[src/hw/rtl/bsw_pkg.sv]
`timescale 1ns / 1ps
package bsw_pkg;

  localparam int CNT_BITS   = 7;
  localparam int QUANT_BITS = 16;
  localparam int PRIO_BITS  = 8;

  localparam logic [1:0] MODE_FCFS = 2'd0;
  localparam logic [1:0] MODE_SJF  = 2'd1;
  localparam logic [1:0] MODE_PRIO = 2'd2;
  localparam logic [1:0] MODE_RR   = 2'd3;

  localparam logic REG_MODE    = 1'b0;
  localparam logic REG_QUANTUM = 1'b1;

  // one loaded batch handed from loader to scheduler
  typedef struct packed {
    logic [CNT_BITS-1:0]   n;
    logic [1:0]            mode;
    logic [QUANT_BITS-1:0] quantum;
  } batch_t;

  typedef struct packed {
    logic busy;
    logic done;
  } back_stat_t;

endpackage

[src/hw/rtl/bsw_in_if.sv]
`timescale 1ns / 1ps
interface bsw_in_if;
  logic        valid;
  logic        ready;
  logic [15:0] burst_time;
  logic [7:0]  job_priority;
  logic        last_job;

  modport source (output valid, burst_time, job_priority, last_job, input ready);
  modport sink (input valid, burst_time, job_priority, last_job, output ready);
endinterface

[src/hw/rtl/bsw_out_if.sv]
`timescale 1ns / 1ps
interface bsw_out_if;
  logic        valid;
  logic        ready;
  logic [5:0]  job_index;
  logic [21:0] wait_time;
  logic [21:0] turnaround;
  logic [27:0] total_wait;
  logic        last_result;

  modport source (output valid, job_index, wait_time, turnaround, total_wait, last_result,
                  input ready);
  modport sink (input valid, job_index, wait_time, turnaround, total_wait, last_result,
                output ready);
endinterface

[src/hw/rtl/batch_schedule_wait_times_top.sv]
`timescale 1ns / 1ps
// Batch job scheduler: waiting and turnaround times.
// jobs_i takes one job word per cycle (burst, priority, last flag); the word
// with last_job set, or the one that fills MAX_JOBS, closes the batch.
// While the batch is scheduled jobs_i.ready stays low; it rises again after
// the final result word has been loaded into the output register.
// results_o gives one word per job: FCFS, SJF and priority in run order,
// round robin in load order; the last word carries total_wait and last_result.
// Modes 0-2 pick each job by a scan over the burst/priority memories. Round
// robin computes each job's finish time with a bit-serial remainder and one
// scan.
// A stalled receiver holds the result register and the scheduler waits.
// Reset empties the loader, the batch queue and the output register and sets
// sched_mode to 0 and time_quantum to 1. Write registers over APB only while
// the block is idle: 0x0 sched_mode, 0x4 time_quantum.
module batch_schedule_wait_times_top #(
  parameter int MAX_JOBS   = 64,
  parameter int BURST_BITS = 16
) (
  input  logic        clk_i,
  input  logic        rst_ni,
  bsw_in_if.sink      jobs_i,
  bsw_out_if.source   results_o,
  input  logic        psel,
  input  logic        penable,
  input  logic        pwrite,
  input  logic [2:0]  paddr,
  input  logic [31:0] pwdata,
  output logic [31:0] prdata,
  output logic        pready
);

  localparam int IW = $clog2(MAX_JOBS);

  logic [1:0]                    mode_q, mode_d;
  logic [bsw_pkg::QUANT_BITS-1:0] quant_q, quant_d;
  logic                          cfg_wr;

  logic                          push, full, pop, empty;
  bsw_pkg::batch_t               batch_w, batch_r;
  logic                          we;
  logic [IW-1:0]                 waddr, raddr;
  logic [BURST_BITS-1:0]         wburst, rburst;
  logic [bsw_pkg::PRIO_BITS-1:0] wprio, rprio;
  bsw_pkg::back_stat_t           stat;

  assign pready = 1'b1;
  assign cfg_wr = psel && penable && pwrite;
  assign prdata = (paddr[2] == bsw_pkg::REG_MODE) ? 32'(mode_q) : 32'(quant_q);

  always_comb begin
    mode_d  = mode_q;
    quant_d = quant_q;
    if (cfg_wr) begin
      if (paddr[2] == bsw_pkg::REG_MODE) begin
        mode_d = pwdata[1:0];
      end else begin
        quant_d = pwdata[bsw_pkg::QUANT_BITS-1:0];
      end
    end
  end

  always_ff @(posedge clk_i or negedge rst_ni) begin
    if (!rst_ni) begin
      mode_q  <= bsw_pkg::MODE_FCFS;
      quant_q <= bsw_pkg::QUANT_BITS'(1);
    end else begin
      mode_q  <= mode_d;
      quant_q <= quant_d;
    end
  end

  bsw_front #(.MAX_JOBS(MAX_JOBS), .BURST_BITS(BURST_BITS)) u_front (
    .clk_i, .rst_ni, .jobs_i,
    .mode_i(mode_q), .quantum_i(quant_q),
    .push_o(push), .batch_o(batch_w), .full_i(full),
    .we_o(we), .waddr_o(waddr), .wburst_o(wburst), .wprio_o(wprio),
    .stat_i(stat)
  );

  bsw_fifo #(.WIDTH($bits(bsw_pkg::batch_t))) u_fifo (
    .clk_i, .rst_ni,
    .push_i(push), .wdata_i(batch_w), .full_o(full),
    .pop_i(pop), .rdata_o(batch_r), .empty_o(empty)
  );

  bsw_ram #(.WIDTH(BURST_BITS), .DEPTH(MAX_JOBS)) u_burst_ram (
    .clk_i, .we_i(we), .waddr_i(waddr), .wdata_i(wburst),
    .raddr_i(raddr), .rdata_o(rburst)
  );

  bsw_ram #(.WIDTH(bsw_pkg::PRIO_BITS), .DEPTH(MAX_JOBS)) u_prio_ram (
    .clk_i, .we_i(we), .waddr_i(waddr), .wdata_i(wprio),
    .raddr_i(raddr), .rdata_o(rprio)
  );

  bsw_back #(.MAX_JOBS(MAX_JOBS), .BURST_BITS(BURST_BITS)) u_back (
    .clk_i, .rst_ni,
    .empty_i(empty), .batch_i(batch_r), .pop_o(pop),
    .raddr_o(raddr), .rburst_i(rburst), .rprio_i(rprio),
    .results_o, .stat_o(stat)
  );

  // no job is loaded while the scheduler reads the stores
  a_no_load_busy: assert property (@(posedge clk_i) disable iff (!rst_ni)
    (jobs_i.valid && jobs_i.ready) |-> !stat.busy)
    else $error("job accepted while scheduler busy");

  a_hold_stalled: assert property (@(posedge clk_i) disable iff (!rst_ni)
    (results_o.valid && !results_o.ready) |=>
      (results_o.valid && $stable(results_o.job_index) && $stable(results_o.wait_time)
       && $stable(results_o.turnaround) && $stable(results_o.total_wait)
       && $stable(results_o.last_result)))
    else $error("result word changed while stalled");

  a_wait_le_turn: assert property (@(posedge clk_i) disable iff (!rst_ni)
    results_o.valid |-> (results_o.wait_time <= results_o.turnaround))
    else $error("wait exceeds turnaround");

endmodule

[src/hw/rtl/bsw_ram.sv]
`timescale 1ns / 1ps
module bsw_ram #(
  parameter int WIDTH = 16,
  parameter int DEPTH = 64
) (
  input  logic                     clk_i,
  input  logic                     we_i,
  input  logic [$clog2(DEPTH)-1:0] waddr_i,
  input  logic [WIDTH-1:0]         wdata_i,
  input  logic [$clog2(DEPTH)-1:0] raddr_i,
  output logic [WIDTH-1:0]         rdata_o
);

  logic [WIDTH-1:0] mem_q [DEPTH];
  logic [WIDTH-1:0] rdata_q;

  always_ff @(posedge clk_i) begin
    if (we_i) begin
      mem_q[waddr_i] <= wdata_i;
    end
    rdata_q <= mem_q[raddr_i];
  end

  assign rdata_o = rdata_q;

endmodule

[src/hw/rtl/bsw_fifo.sv]
`timescale 1ns / 1ps
module bsw_fifo #(
  parameter int WIDTH = 8
) (
  input  logic             clk_i,
  input  logic             rst_ni,
  input  logic             push_i,
  input  logic [WIDTH-1:0] wdata_i,
  output logic             full_o,
  input  logic             pop_i,
  output logic [WIDTH-1:0] rdata_o,
  output logic             empty_o
);

  logic [WIDTH-1:0] mem_q [2];
  logic             wptr_q, wptr_d;
  logic             rptr_q, rptr_d;
  logic [1:0]       cnt_q, cnt_d;
  logic             do_push, do_pop;

  assign full_o  = (cnt_q == 2'd2);
  assign empty_o = (cnt_q == 2'd0);
  assign do_push = push_i && !full_o;
  assign do_pop  = pop_i && !empty_o;
  assign rdata_o = mem_q[rptr_q];

  always_comb begin
    wptr_d = do_push ? !wptr_q : wptr_q;
    rptr_d = do_pop ? !rptr_q : rptr_q;
    cnt_d  = cnt_q;
    if (do_push && !do_pop) begin
      cnt_d = cnt_q + 2'd1;
    end else if (do_pop && !do_push) begin
      cnt_d = cnt_q - 2'd1;
    end
  end

  always_ff @(posedge clk_i or negedge rst_ni) begin
    if (!rst_ni) begin
      wptr_q <= 1'b0;
      rptr_q <= 1'b0;
      cnt_q  <= 2'd0;
    end else begin
      wptr_q <= wptr_d;
      rptr_q <= rptr_d;
      cnt_q  <= cnt_d;
    end
  end

  always_ff @(posedge clk_i) begin
    if (do_push) begin
      mem_q[wptr_q] <= wdata_i;
    end
  end

endmodule

[src/hw/rtl/bsw_front.sv]
`timescale 1ns / 1ps
module bsw_front #(
  parameter int MAX_JOBS   = 64,
  parameter int BURST_BITS = 16
) (
  input  logic                          clk_i,
  input  logic                          rst_ni,
  bsw_in_if.sink                        jobs_i,
  input  logic [1:0]                    mode_i,
  input  logic [bsw_pkg::QUANT_BITS-1:0] quantum_i,
  output logic                          push_o,
  output bsw_pkg::batch_t               batch_o,
  input  logic                          full_i,
  output logic                          we_o,
  output logic [$clog2(MAX_JOBS)-1:0]   waddr_o,
  output logic [BURST_BITS-1:0]         wburst_o,
  output logic [bsw_pkg::PRIO_BITS-1:0] wprio_o,
  input  bsw_pkg::back_stat_t           stat_i
);

  localparam int IW = $clog2(MAX_JOBS);

  logic [bsw_pkg::CNT_BITS-1:0] count_q, count_d;
  logic                         pend_q, pend_d;
  logic [bsw_pkg::CNT_BITS-1:0] n_next;
  logic                         accept, last;

  assign jobs_i.ready = !pend_q && !full_i;
  assign accept       = jobs_i.valid && jobs_i.ready;
  assign n_next       = count_q + bsw_pkg::CNT_BITS'(1);
  // a full store closes the batch as well
  assign last         = jobs_i.last_job || (n_next == bsw_pkg::CNT_BITS'(MAX_JOBS));

  assign we_o     = accept;
  assign waddr_o  = count_q[IW-1:0];
  assign wburst_o = BURST_BITS'(jobs_i.burst_time);
  assign wprio_o  = jobs_i.job_priority;

  assign push_o          = accept && last;
  assign batch_o.n       = n_next;
  assign batch_o.mode    = mode_i;
  assign batch_o.quantum = (quantum_i == '0) ? bsw_pkg::QUANT_BITS'(1) : quantum_i;

  always_comb begin
    count_d = count_q;
    pend_d  = pend_q;
    if (stat_i.done) begin
      pend_d = 1'b0;
    end
    if (accept) begin
      if (last) begin
        count_d = '0;
        pend_d  = 1'b1;
      end else begin
        count_d = n_next;
      end
    end
  end

  always_ff @(posedge clk_i or negedge rst_ni) begin
    if (!rst_ni) begin
      count_q <= '0;
      pend_q  <= 1'b0;
    end else begin
      count_q <= count_d;
      pend_q  <= pend_d;
    end
  end

endmodule

[src/hw/rtl/bsw_back.sv]
`timescale 1ns / 1ps
module bsw_back #(
  parameter int MAX_JOBS   = 64,
  parameter int BURST_BITS = 16
) (
  input  logic                          clk_i,
  input  logic                          rst_ni,
  input  logic                          empty_i,
  input  bsw_pkg::batch_t               batch_i,
  output logic                          pop_o,
  output logic [$clog2(MAX_JOBS)-1:0]   raddr_o,
  input  logic [BURST_BITS-1:0]         rburst_i,
  input  logic [bsw_pkg::PRIO_BITS-1:0] rprio_i,
  bsw_out_if.source                     results_o,
  output bsw_pkg::back_stat_t           stat_o
);

  localparam int IW  = $clog2(MAX_JOBS);
  localparam int CW  = bsw_pkg::CNT_BITS;
  localparam int QW  = bsw_pkg::QUANT_BITS;
  localparam int TW  = BURST_BITS + CW;
  localparam int TTW = TW + CW;
  localparam int LW  = ((BURST_BITS > QW) ? BURST_BITS : QW) + 1;
  localparam int KW  = (BURST_BITS > bsw_pkg::PRIO_BITS) ? BURST_BITS : bsw_pkg::PRIO_BITS;
  localparam int DCW = $clog2(BURST_BITS + 1);

  localparam logic [2:0] S_IDLE = 3'd0;
  localparam logic [2:0] S_RDI  = 3'd1;
  localparam logic [2:0] S_LDI  = 3'd2;
  localparam logic [2:0] S_DIV  = 3'd3;
  localparam logic [2:0] S_LIM  = 3'd4;
  localparam logic [2:0] S_SCAN = 3'd5;
  localparam logic [2:0] S_EMIT = 3'd6;

  logic [2:0]            state_q, state_d;
  logic [CW-1:0]         n_q, n_d, k_q, k_d, j_q, j_d, ridx_q, ridx_d, bidx_q, bidx_d;
  logic [1:0]            mode_q, mode_d;
  logic [QW-1:0]         q_q, q_d;
  logic                  rv_q, rv_d, bv_q, bv_d;
  logic                  pv_q, pv_d;
  logic [KW-1:0]         pkey_q, pkey_d;
  logic [CW-1:0]         pidx_q, pidx_d;
  logic [KW-1:0]         bkey_q, bkey_d;
  logic [BURST_BITS-1:0] bb_q, bb_d, bi_q, bi_d, sh_q, sh_d;
  logic [QW-1:0]         rem_q, rem_d;
  logic [DCW-1:0]        cnt_q, cnt_d;
  logic [LW-1:0]         lim_q, lim_d, limm_q, limm_d;
  logic [TW-1:0]         acc_q, acc_d, elap_q, elap_d;
  logic [TTW-1:0]        total_q, total_d;

  logic                  ov_q, ov_d, olast_q, olast_d;
  logic [5:0]            oidx_q, oidx_d;
  logic [21:0]           owait_q, owait_d, ofin_q, ofin_d;
  logic [27:0]           otot_q, otot_d;

  logic                  rr, out_free, is_last, elig;
  logic [QW:0]           rem_sh;
  logic [KW-1:0]         key;
  logic [LW-1:0]         bj_ext, lim_sel, bi_ext, q_ext, lim_new;
  logic [TW-1:0]         fin_v, wait_v;
  logic [CW-1:0]         idx_v;
  logic [TTW-1:0]        tot_v;

  assign rr       = (mode_q == bsw_pkg::MODE_RR);
  assign out_free = !ov_q || results_o.ready;
  assign is_last  = ((k_q + CW'(1)) == n_q);
  assign raddr_o  = (state_q == S_RDI) ? k_q[IW-1:0] : j_q[IW-1:0];
  assign pop_o    = (state_q == S_IDLE) && !empty_i;

  assign rem_sh  = {rem_q, sh_q[BURST_BITS-1]};
  assign key     = (mode_q == bsw_pkg::MODE_SJF)  ? KW'(rburst_i) :
                   (mode_q == bsw_pkg::MODE_PRIO) ? KW'(rprio_i) : '0;
  // jobs still to run sort after the last one emitted by (key, load index)
  assign elig    = !pv_q || (key > pkey_q) || ((key == pkey_q) && (ridx_q > pidx_q));
  assign bj_ext  = LW'(rburst_i);
  assign lim_sel = (ridx_q <= k_q) ? lim_q : limm_q;
  assign bi_ext  = LW'(bi_q);
  assign q_ext   = LW'(q_q);
  // smallest multiple of the slice that covers the burst, at least one slice
  assign lim_new = (bi_q == '0)  ? q_ext :
                   (rem_q == '0) ? bi_ext : bi_ext + q_ext - LW'(rem_q);

  assign fin_v  = rr ? acc_q : elap_q + TW'(bb_q);
  assign wait_v = rr ? acc_q - TW'(bi_q) : elap_q;
  assign idx_v  = rr ? k_q : bidx_q;
  assign tot_v  = total_q + TTW'(wait_v);

  always_comb begin
    state_d = state_q;
    n_d = n_q; k_d = k_q; j_d = j_q; ridx_d = ridx_q; bidx_d = bidx_q;
    mode_d = mode_q; q_d = q_q; rv_d = 1'b0; bv_d = bv_q;
    pv_d = pv_q; pkey_d = pkey_q; pidx_d = pidx_q;
    bkey_d = bkey_q; bb_d = bb_q; bi_d = bi_q; sh_d = sh_q; rem_d = rem_q;
    cnt_d = cnt_q; lim_d = lim_q; limm_d = limm_q; acc_d = acc_q; elap_d = elap_q;
    total_d = total_q;
    ov_d = ov_q; olast_d = olast_q; oidx_d = oidx_q; owait_d = owait_q;
    ofin_d = ofin_q; otot_d = otot_q;
    stat_o.done = 1'b0;
    stat_o.busy = (state_q != S_IDLE);

    if (ov_q && results_o.ready) begin
      ov_d = 1'b0;
    end

    case (state_q)
      S_IDLE: begin
        if (!empty_i) begin
          n_d     = batch_i.n;
          mode_d  = batch_i.mode;
          q_d     = batch_i.quantum;
          k_d     = '0;
          total_d = '0;
          elap_d  = '0;
          pv_d    = 1'b0;
          j_d     = '0;
          bv_d    = 1'b0;
          acc_d   = '0;
          state_d = (batch_i.mode == bsw_pkg::MODE_RR) ? S_RDI : S_SCAN;
        end
      end
      S_RDI: begin
        state_d = S_LDI;
      end
      S_LDI: begin
        bi_d    = rburst_i;
        sh_d    = rburst_i;
        rem_d   = '0;
        cnt_d   = DCW'(BURST_BITS);
        state_d = S_DIV;
      end
      S_DIV: begin
        // restoring remainder, one burst bit per cycle
        if (rem_sh >= {1'b0, q_q}) begin
          rem_d = QW'(rem_sh - {1'b0, q_q});
        end else begin
          rem_d = rem_sh[QW-1:0];
        end
        sh_d  = sh_q << 1;
        cnt_d = cnt_q - DCW'(1);
        if (cnt_q == DCW'(1)) begin
          state_d = S_LIM;
        end
      end
      S_LIM: begin
        lim_d   = lim_new;
        limm_d  = lim_new - q_ext;
        j_d     = '0;
        acc_d   = '0;
        state_d = S_SCAN;
      end
      S_SCAN: begin
        if (j_q < n_q) begin
          rv_d   = 1'b1;
          ridx_d = j_q;
          j_d    = j_q + CW'(1);
        end
        if (rv_q) begin
          if (rr) begin
            acc_d = acc_q + TW'((bj_ext < lim_sel) ? bj_ext : lim_sel);
          end else if (elig && (!bv_q || key < bkey_q)) begin
            bv_d   = 1'b1;
            bidx_d = ridx_q;
            bkey_d = key;
            bb_d   = rburst_i;
          end
        end
        if (j_q == n_q && !rv_q) begin
          state_d = S_EMIT;
        end
      end
      S_EMIT: begin
        if (out_free) begin
          ov_d    = 1'b1;
          oidx_d  = 6'(idx_v);
          owait_d = 22'(wait_v);
          ofin_d  = 22'(fin_v);
          olast_d = is_last;
          otot_d  = is_last ? 28'(tot_v) : '0;
          total_d = tot_v;
          elap_d  = fin_v;
          if (!rr) begin
            pv_d   = 1'b1;
            pkey_d = bkey_q;
            pidx_d = bidx_q;
          end
          k_d  = k_q + CW'(1);
          j_d  = '0;
          bv_d = 1'b0;
          acc_d = '0;
          if (is_last) begin
            state_d     = S_IDLE;
            stat_o.done = 1'b1;
          end else begin
            state_d = rr ? S_RDI : S_SCAN;
          end
        end
      end
      default: begin
        state_d = S_IDLE;
      end
    endcase
  end

  always_ff @(posedge clk_i or negedge rst_ni) begin
    if (!rst_ni) begin
      state_q <= S_IDLE;
      rv_q    <= 1'b0;
      bv_q    <= 1'b0;
      ov_q    <= 1'b0;
      pv_q    <= 1'b0;
      k_q     <= '0;
      j_q     <= '0;
      n_q     <= '0;
      cnt_q   <= '0;
      mode_q  <= bsw_pkg::MODE_FCFS;
    end else begin
      state_q <= state_d;
      rv_q    <= rv_d;
      bv_q    <= bv_d;
      ov_q    <= ov_d;
      pv_q    <= pv_d;
      k_q     <= k_d;
      j_q     <= j_d;
      n_q     <= n_d;
      cnt_q   <= cnt_d;
      mode_q  <= mode_d;
    end
  end

  always_ff @(posedge clk_i) begin
    ridx_q  <= ridx_d;
    bidx_q  <= bidx_d;
    pkey_q  <= pkey_d;
    pidx_q  <= pidx_d;
    q_q     <= q_d;
    bkey_q  <= bkey_d;
    bb_q    <= bb_d;
    bi_q    <= bi_d;
    sh_q    <= sh_d;
    rem_q   <= rem_d;
    lim_q   <= lim_d;
    limm_q  <= limm_d;
    acc_q   <= acc_d;
    elap_q  <= elap_d;
    total_q <= total_d;
    olast_q <= olast_d;
    oidx_q  <= oidx_d;
    owait_q <= owait_d;
    ofin_q  <= ofin_d;
    otot_q  <= otot_d;
  end

  assign results_o.valid       = ov_q;
  assign results_o.job_index   = oidx_q;
  assign results_o.wait_time   = owait_q;
  assign results_o.turnaround  = ofin_q;
  assign results_o.total_wait  = otot_q;
  assign results_o.last_result = olast_q;

endmodule

[src/flat_wrapper.sv]
// flat-port wrapper written by rule: the top's interface ports become plain ports
module batch_schedule_wait_times_top_flat 
#(
  parameter int MAX_JOBS   = 64,
  parameter int BURST_BITS = 16
)
  (clk_i, rst_ni, psel, penable, pwrite, paddr, pwdata, prdata, pready, jobs_i_valid, jobs_i_burst_time, jobs_i_job_priority, jobs_i_last_job, jobs_i_ready, results_o_valid, results_o_job_index, results_o_wait_time, results_o_turnaround, results_o_total_wait, results_o_last_result, results_o_ready);
  bsw_in_if jobs_i_i ();
  bsw_out_if results_o_i ();
  input  logic clk_i;
  input  logic rst_ni;
  input  logic psel;
  input  logic penable;
  input  logic pwrite;
  input  logic [2:0] paddr;
  input  logic [31:0] pwdata;
  output logic [31:0] prdata;
  output logic pready;
  input wire logic [$bits(jobs_i_i.valid)-1:0] jobs_i_valid;
  input wire logic [$bits(jobs_i_i.burst_time)-1:0] jobs_i_burst_time;
  input wire logic [$bits(jobs_i_i.job_priority)-1:0] jobs_i_job_priority;
  input wire logic [$bits(jobs_i_i.last_job)-1:0] jobs_i_last_job;
  output wire logic [$bits(jobs_i_i.ready)-1:0] jobs_i_ready;
  output wire logic [$bits(results_o_i.valid)-1:0] results_o_valid;
  output wire logic [$bits(results_o_i.job_index)-1:0] results_o_job_index;
  output wire logic [$bits(results_o_i.wait_time)-1:0] results_o_wait_time;
  output wire logic [$bits(results_o_i.turnaround)-1:0] results_o_turnaround;
  output wire logic [$bits(results_o_i.total_wait)-1:0] results_o_total_wait;
  output wire logic [$bits(results_o_i.last_result)-1:0] results_o_last_result;
  input wire logic [$bits(results_o_i.ready)-1:0] results_o_ready;
  assign jobs_i_i.valid = jobs_i_valid;
  assign jobs_i_i.burst_time = jobs_i_burst_time;
  assign jobs_i_i.job_priority = jobs_i_job_priority;
  assign jobs_i_i.last_job = jobs_i_last_job;
  assign jobs_i_ready = jobs_i_i.ready;
  assign results_o_valid = results_o_i.valid;
  assign results_o_job_index = results_o_i.job_index;
  assign results_o_wait_time = results_o_i.wait_time;
  assign results_o_turnaround = results_o_i.turnaround;
  assign results_o_total_wait = results_o_i.total_wait;
  assign results_o_last_result = results_o_i.last_result;
  assign results_o_i.ready = results_o_ready;
  batch_schedule_wait_times_top #(.MAX_JOBS(MAX_JOBS), .BURST_BITS(BURST_BITS)) u_core (.clk_i(clk_i), .rst_ni(rst_ni), .jobs_i(jobs_i_i), .results_o(results_o_i), .psel(psel), .penable(penable), .pwrite(pwrite), .paddr(paddr), .pwdata(pwdata), .prdata(prdata), .pready(pready));
endmodule
[config.mk]
export PLATFORM = sky130hd
export DESIGN_NAME = batch_schedule_wait_times_top_flat
export DESIGN_NICKNAME = d
export VERILOG_FILES = /design/src/hw/rtl/bsw_pkg.sv /design/src/hw/rtl/bsw_in_if.sv /design/src/hw/rtl/bsw_out_if.sv /design/src/hw/rtl/batch_schedule_wait_times_top.sv /design/src/hw/rtl/bsw_ram.sv /design/src/hw/rtl/bsw_fifo.sv /design/src/hw/rtl/bsw_front.sv /design/src/hw/rtl/bsw_back.sv /design/src/flat_wrapper.sv
export SDC_FILE = /design/constraint.sdc
export NUM_CORES = 2
export LEC_CHECK = 0
export BUFFER_PORTS_ARGS = -buffer_cell sky130_fd_sc_hd__buf_2
export CORE_AREA = 4 4 381 383
export CTS_CLUSTER_SIZE = 24
export DETAILED_ROUTE_END_ITERATION = 6
export DIE_AREA = 0 0 385 387
export PLACE_DENSITY_LB_ADDON = 0.25
export RECOVER_POWER = 25
export SETUP_SLACK_MARGIN = 0.2
export SLEW_MARGIN = 20
export SYNTH_ARGS = -nofsm -noshare
export SYNTH_HDL_FRONTEND = slang
export SYNTH_SLANG_ARGS = --single-unit
[constraint.sdc]
create_clock -name clk_i -period 16.7 [get_ports clk_i]
set_input_delay 3.34 -clock clk_i [delete_from_list [all_inputs] [get_ports clk_i]]
set_output_delay 3.34 -clock clk_i [all_outputs]
set_load 0.01 [all_outputs]
Word level (Yosys, flattened, before mapping)
Memories as Yosys holds them, arrays and structs flattened. A register that Yosys moved wholly into a read port is not among the register bits.
Index checks and enable logic that the tools add are counted.
{"block": "word_totals", "ff_bits": 387, "ram_bits": 1586, "in_bits": 67, "output_inout_bits": 114, "wordCells": 210, "mem_count": 3}
{"block": "classes", "n_addsub": 14, "n_lt_le_gt_ge": 7, "n_eq_ne": 26, "mux": 67, "n_bitwise": 3, "reduce_logical": 53}
{"memory": "u_core.u_burst_ram.mem_q", "words": 64, "word_bits": 16, "read_ports": 1, "rd_ports_with_merged_regs": 1, "wr": 1, "line": "bsw_ram.sv:14", "text": "logic [WIDTH-1:0] mem_q [DEPTH];"}
{"memory": "u_core.u_prio_ram.mem_q", "words": 64, "word_bits": 8, "read_ports": 1, "rd_ports_with_merged_regs": 1, "wr": 1, "line": "bsw_ram.sv:14"}
{"memory": "u_core.u_fifo.mem_q", "words": 2, "word_bits": 25, "read_ports": 1, "rd_ports_with_merged_regs": 0, "wr": 1, "line": "bsw_fifo.sv:15", "text": "logic [WIDTH-1:0] mem_q [2];"}
{"operator": "23-bit 2-to-1 mux", "count": 7}
{"operator": "23-bit one-hot mux with 4 select lines", "count": 1}
{"operator": "17-bit 2-to-1 mux", "count": 4}
{"operator": "16-bit 2-to-1 mux", "count": 4}
{"operator": "16-bit one-hot mux with 2 select lines", "count": 2}
{"operator": "30-bit 2-to-1 mux", "count": 2}
{"operator": "30-bit one-hot mux with 2 select lines", "count": 1}
{"operator": "16-bit logical NOT", "count": 3}
{"operator": "23-bit one-hot mux with 2 select lines", "count": 1}
{"operator": "7-bit 2-to-1 mux", "count": 5}
{"operator": "17-bit by 16-bit subtractor with 17-bit output", "count": 2}
{"operator": "30-bit by 23-bit adder with 30-bit output", "count": 1}
{"operator": "7-bit one-hot mux with 4 select lines", "count": 1}
{"operator": "23-bit by 16-bit adder with 23-bit output", "count": 1}
{"operator": "23-bit by 17-bit adder with 23-bit output", "count": 1}
{"operator": "23-bit by 16-bit subtractor with 23-bit output", "count": 1}
{"operator": "1-bit 2-to-1 mux", "count": 22}
{"operator": "7-bit by 1-bit adder with 7-bit output, second input constant", "count": 3}
{"operator": "3-bit 2-to-1 mux", "count": 7}
{"operator": "3-bit one-hot mux with 7 select lines", "count": 1}
{"operator": "2-bit inequality test, second input constant", "count": 10}
{"operator": "16-bit by 16-bit adder with 17-bit output", "count": 1}
{"operator": "17-bit by 16-bit >= comparator with 1-bit output", "count": 1}
{"operator": "16-bit by 17-bit < comparator with 1-bit output", "count": 1}
{"operator": "other kinds (39)", "count": 87}

Longest topological paths before layout
{"block": "depth", "depth_word": 11, "depth_mapped": 27, "ltp_nobuf": 26}

Cells and area by module
From an unflattened synthesis, not the netlist that was laid out.
{"block": "unflattened", "hier_cells": 5065, "hier_area_um2": 85712.2}
{"mod": "bsw_ram at u_core.u_burst_ram", "instances": 1, "cells_each": 1828, "area_each_um2": 40019.6, "seq_area_each_um2": 31069.8}
{"mod": "bsw_back", "instances": 1, "cells_each": 2013, "area_each_um2": 21583.2, "seq_area_each_um2": 10485.1}
{"mod": "bsw_ram at u_core.u_prio_ram", "instances": 1, "cells_each": 940, "area_each_um2": 20166.8, "seq_area_each_um2": 15534.9}
{"mod": "bsw_fifo", "instances": 1, "cells_each": 97, "area_each_um2": 2102.0, "seq_area_each_um2": 1601.5}
{"mod": "batch_schedule_wait_times_top", "instances": 1, "cells_each": 76, "area_each_um2": 993.5, "seq_area_each_um2": 451.7}
{"mod": "bsw_front", "instances": 1, "cells_each": 111, "area_each_um2": 847.1, "seq_area_each_um2": 200.2}

Least setup slack after synthesis
OpenSTA, ideal clock, no wires.
{"block": "synth_timing", "path_kind": "input to output", "from": "in paddr[2]", "to": "out prdata[10]", "arrival_time_ps": 3945, "t_required_ps": 13360, "setup_slack_ps": 9415, "path_stages": 3, "path_buffers": 2, "path_cell_list": "clkbuf_1 -> clkbuf_1 -> and2_1"}
{"block": "synth_via", "elab_chain_cells": 1}
{"element": "start, declared", "line": "flat_wrapper.sv:15", "text": "input logic [2:0] paddr;"}
{"element": "16-bit 2-to-1 mux", "line": "batch_schedule_wait_times_top.sv:49", "text": "assign prdata = (paddr[2] == bsw_pkg::REG_MODE) ? 32'(mode_q) : 32'(quant_q);"}
{"element": "end, declared", "line": "flat_wrapper.sv:17", "text": "output logic [31:0] prdata;"}
Every way passes these cells.

Worst setup path in the final report
{"block": "layout_timing", "from": "in paddr[2]", "to": "out prdata[0]"}
The elaborated chain is that of the path after synthesis.

==> impl_metrics.py <==
metrics = {
    "outcome": {
        "status": "finished with violations",
        "violations": "max-capacitance violations, max-slew violations",
    },
    "setup_path": {
        "critPathRequiredTime_ns": 13.36,
        "worst_setup_path_end_kind": "primary output",
        "crit_arrival_ns": 4.25,
        "slowest_stage": "mux2_2",
        "cp_cell_sequence": "clkbuf_1 -> mux2_2 -> buf_2",
        "startpoint_type": "input port",
        "crit_path_max_fanout": 18,
        "cpPeakStageDelay_ns": 0.39,
        "worstSetupPathType": "in -> out",
    },
    "clock_tree": {
        "cts_hold_buf": 0,
        "clock-sinks": 1995,
        "clockRootBuffer": "clkbuf_16",
        "clockBufferDepth": 3,
        "cts_setup_buffers": 0,
        "h-tree-depth": 4,
        "clk_pin_slew_ns": 0.06,
        "clk_latency_ns": 0.83,
        "cts_buffers": 194,
        "cts_tree": "yes",
        "cts_resized": 0,
    },
    "synthesis": {
        "synthDistinctLibCells": 80,
        "synth_top_flop_cell": "edfxtp_1",
        "synth.avg_cell_area_um2": 17.2,
        "ys_ff_latch": 1995,
        "synth_top_area_share_pct": 67.6,
        "yosysSeqAreaShare_pct": 70.1,
        "ys_async_sr_fraction_pct": 3.26,
        "syn_area_um2": 84700,
        "ys_top_cells_by_area": "edfxtp_1, mux4_2, ha_1, dfrtp_1, mux2i_1",
        "ys_warn_count": 0,
        "yosysTopAreaCell": "edfxtp_1",
        "synth_edf_count": 1906,
        "synthCells": 4924,
    },
    "final_layout": {
        "syn2layout_area_growth_pct": 11.3,
        "layout_commonest_cell": "edfxtp_1",
        "drive_above_1_share_pct": 19.8,
        "fin_nets": 5456,
        "fin_area_um2": 94200,
        "final_cell_mix": "edfxtp_1, mux4_2, a21oi_1, nor2_1, clkbuf_16",
    },
    "timing": {
        "rsz0062_at_grt": "false",
        "layout_min_cycle_time_ns": 7.59,
        "timing.final.max_slew_violations": 1052,
        "tightest_slew_ns": 3.82,
        "final.setup_skew_ns": 0.0768,
        "totalNegativeSetupSlack_ns": 0,
        "hold_viol": 0,
        "setup_violations": 0,
        "fmax_mhz": 132,
        "final.period_utilization_pct": 45.5,
        "slew-limit-headroom_pct": -155,
        "fin_ws_ns": 9.11,
    },
    "grt": {
        "grt_pass1_wl_mm": 287,
        "first_global_vias": 44800,
        "top_usage_layer": "met2",
        "grt_use_met3_pct": 4.29,
        "grt_overflow": 0,
        "use_met1_pct": 36.9,
        "grt_start_max_net_pins": 122,
        "grtUsageTotal_pct": 25.9,
        "grt_use_met2_pct": 41.2,
        "antenna_found_initial": 2,
    },
    "routing": {
        "vias_per_cell": 6.26,
        "dr.pass1.iters": 5,
        "num_vias": 45200,
        "drt-total-wl_mm": 191,
        "drtIter0Drc": 4617,
        "drtAntennaViolNets": 0,
        "drc": 0,
        "drt-wirelength-per-cell_um": 26.5,
    },
    "floorplan": {
        "chipWidth_um": 385,
        "coreArea_um2": 141000,
        "fp.dieArea_um2": 149000,
        "start_util_pct": 59.9,
        "placement_rows": 138,
        "ios": 181,
        "dieHeight_um": 387,
    },
    "placed_design": {
        "dpl_worst_slack_ns": 9.31,
        "hpwlAfterDp_mm": 116,
        "dpl-instance-area_um2": 88100,
        "place_congestion": 0.886,
        "port-buffer-count": 145,
    },
    "run": {
        "maxCapViolations": 19,
    },
    "min_path": {
        "min_path_type": "reg -> reg",
    },
    "pwr": {
        "finalPower_mw": 16.2,
        "ir_worst_vdd_v": 0.000134,
        "power_density_nw_per_um2": 172,
        "p_leak_nw": 33.0,
    },
}
worst max-delay path, delay by kind of cell:
family	cells	cell delay (ns)
buffers and inverters	2	0.52
muxes	1	0.39
cell families (layout without fill, tap and decap cells):
| family | after synthesis | count (layout) | synth area share, % |
|---|---|---|---|
| other cells | 2 | 20 | 0.00887 |
| fa+ha+maj | 218 | 218 | 3.42 |
| simple gates | 848 | 848 | 4.86 |
| compound gates | 716 | 716 | 5.40 |
| mux | 590 | 590 | 12.7 |
| buf+inv | 420 | 810 | 2.09 |
| flops | 1995 | 1995 | 70.1 |
| xor+xnor | 135 | 135 | 1.40 |
sequential cells by signal, indices dropped and copies added (netlist names), 22 cells and up:
name,flops
u_core.u_back.results_o.total_wait,28
u_core.u_back.acc_q,23
u_core.u_back.results_o.turnaround,22
u_core.u_back.results_o.wait_time,22
u_core.u_prio_ram.mem_q,512
u_core.u_back.total_q,28
u_core.u_fifo.mem_q,50
u_core.u_back.elap_q,23
u_core.u_burst_ram.mem_q,1024
cells in the mapped netlist (all sizes together), types with 22 or more instances:
library cell	number
mux4	384
xnor2	84
dfrtp	64
dfxtp	24
o21ai	127
nand2b	22
inv	175
and2	44
a211oi	118
nor2	281
fa	22
nor3	33
ha	196
nor2b	124
mux2	55
nand3	52
mux2i	151
buf	109
nand2	180
edfxtp	1906
a21o	49
xor2	51
a22oi	49
o21a	27
a21oi	236
clkbuf	136
path summary, 6_finish.rpt:
path                            depth (start not counted)  slack [ns]                    start                                endpoint
worst max-delay path                                    3        9.11                 paddr[2]                               prdata[0]
worst min-delay path                                    0        0.43  u_core.u_back.bidx_q[6]                 u_core.u_back.pidx_q[6]
worst max register to register                         14        9.28  u_core.u_back.mode_q[0]  u_core.u_back.results_o.total_wait[24]
worst min register to register                          0        0.43  u_core.u_back.bidx_q[6]                 u_core.u_back.pidx_q[6]
max in group asynchronous                               2       10.57                   rst_ni                      u_core.u_back.bv_q
min in group asynchronous                               2        3.94                   rst_ni                      u_core.quant_q[11]
final cells by class:
type | instances | area (um^2)
antenna | 2 | 5.00
clock buffer | 246 | 5220
clock inverter | 109 | 1050
fill | 9271 | 47200
inverter | 175 | 658
multi-input combinational | 2525 | 23900
sequential | 1995 | 59300
tap | 1890 | 2360
timing repair buffer | 280 | 1730
report_power, final:
group          total (mW)  internal (mW)  switching, mW
registers            6.35           6.06          0.292
clock network        4.27           2.42           1.86
logic                5.58           2.43           3.15
total                16.2           10.9           5.30
per-layer routing:
layer,wire length (um),vias to the layer above
met5,16,-
met4,6470,2
met3,14400,303
met2,93500,1945
met1,77100,23100
li1,-,19900
metrics by stage:
step                hold slack (ns)  instances  utilization (%)
CTS                           0.426       7220             66.7
finish                        0.427       7222             66.6
detailed placement            0.413       6865             62.3
floorplan                     0.400       4940                -
global route                  0.430       7220             66.6
global placement              0.403       6864             62.3
(Power assumes the default switching activity.)
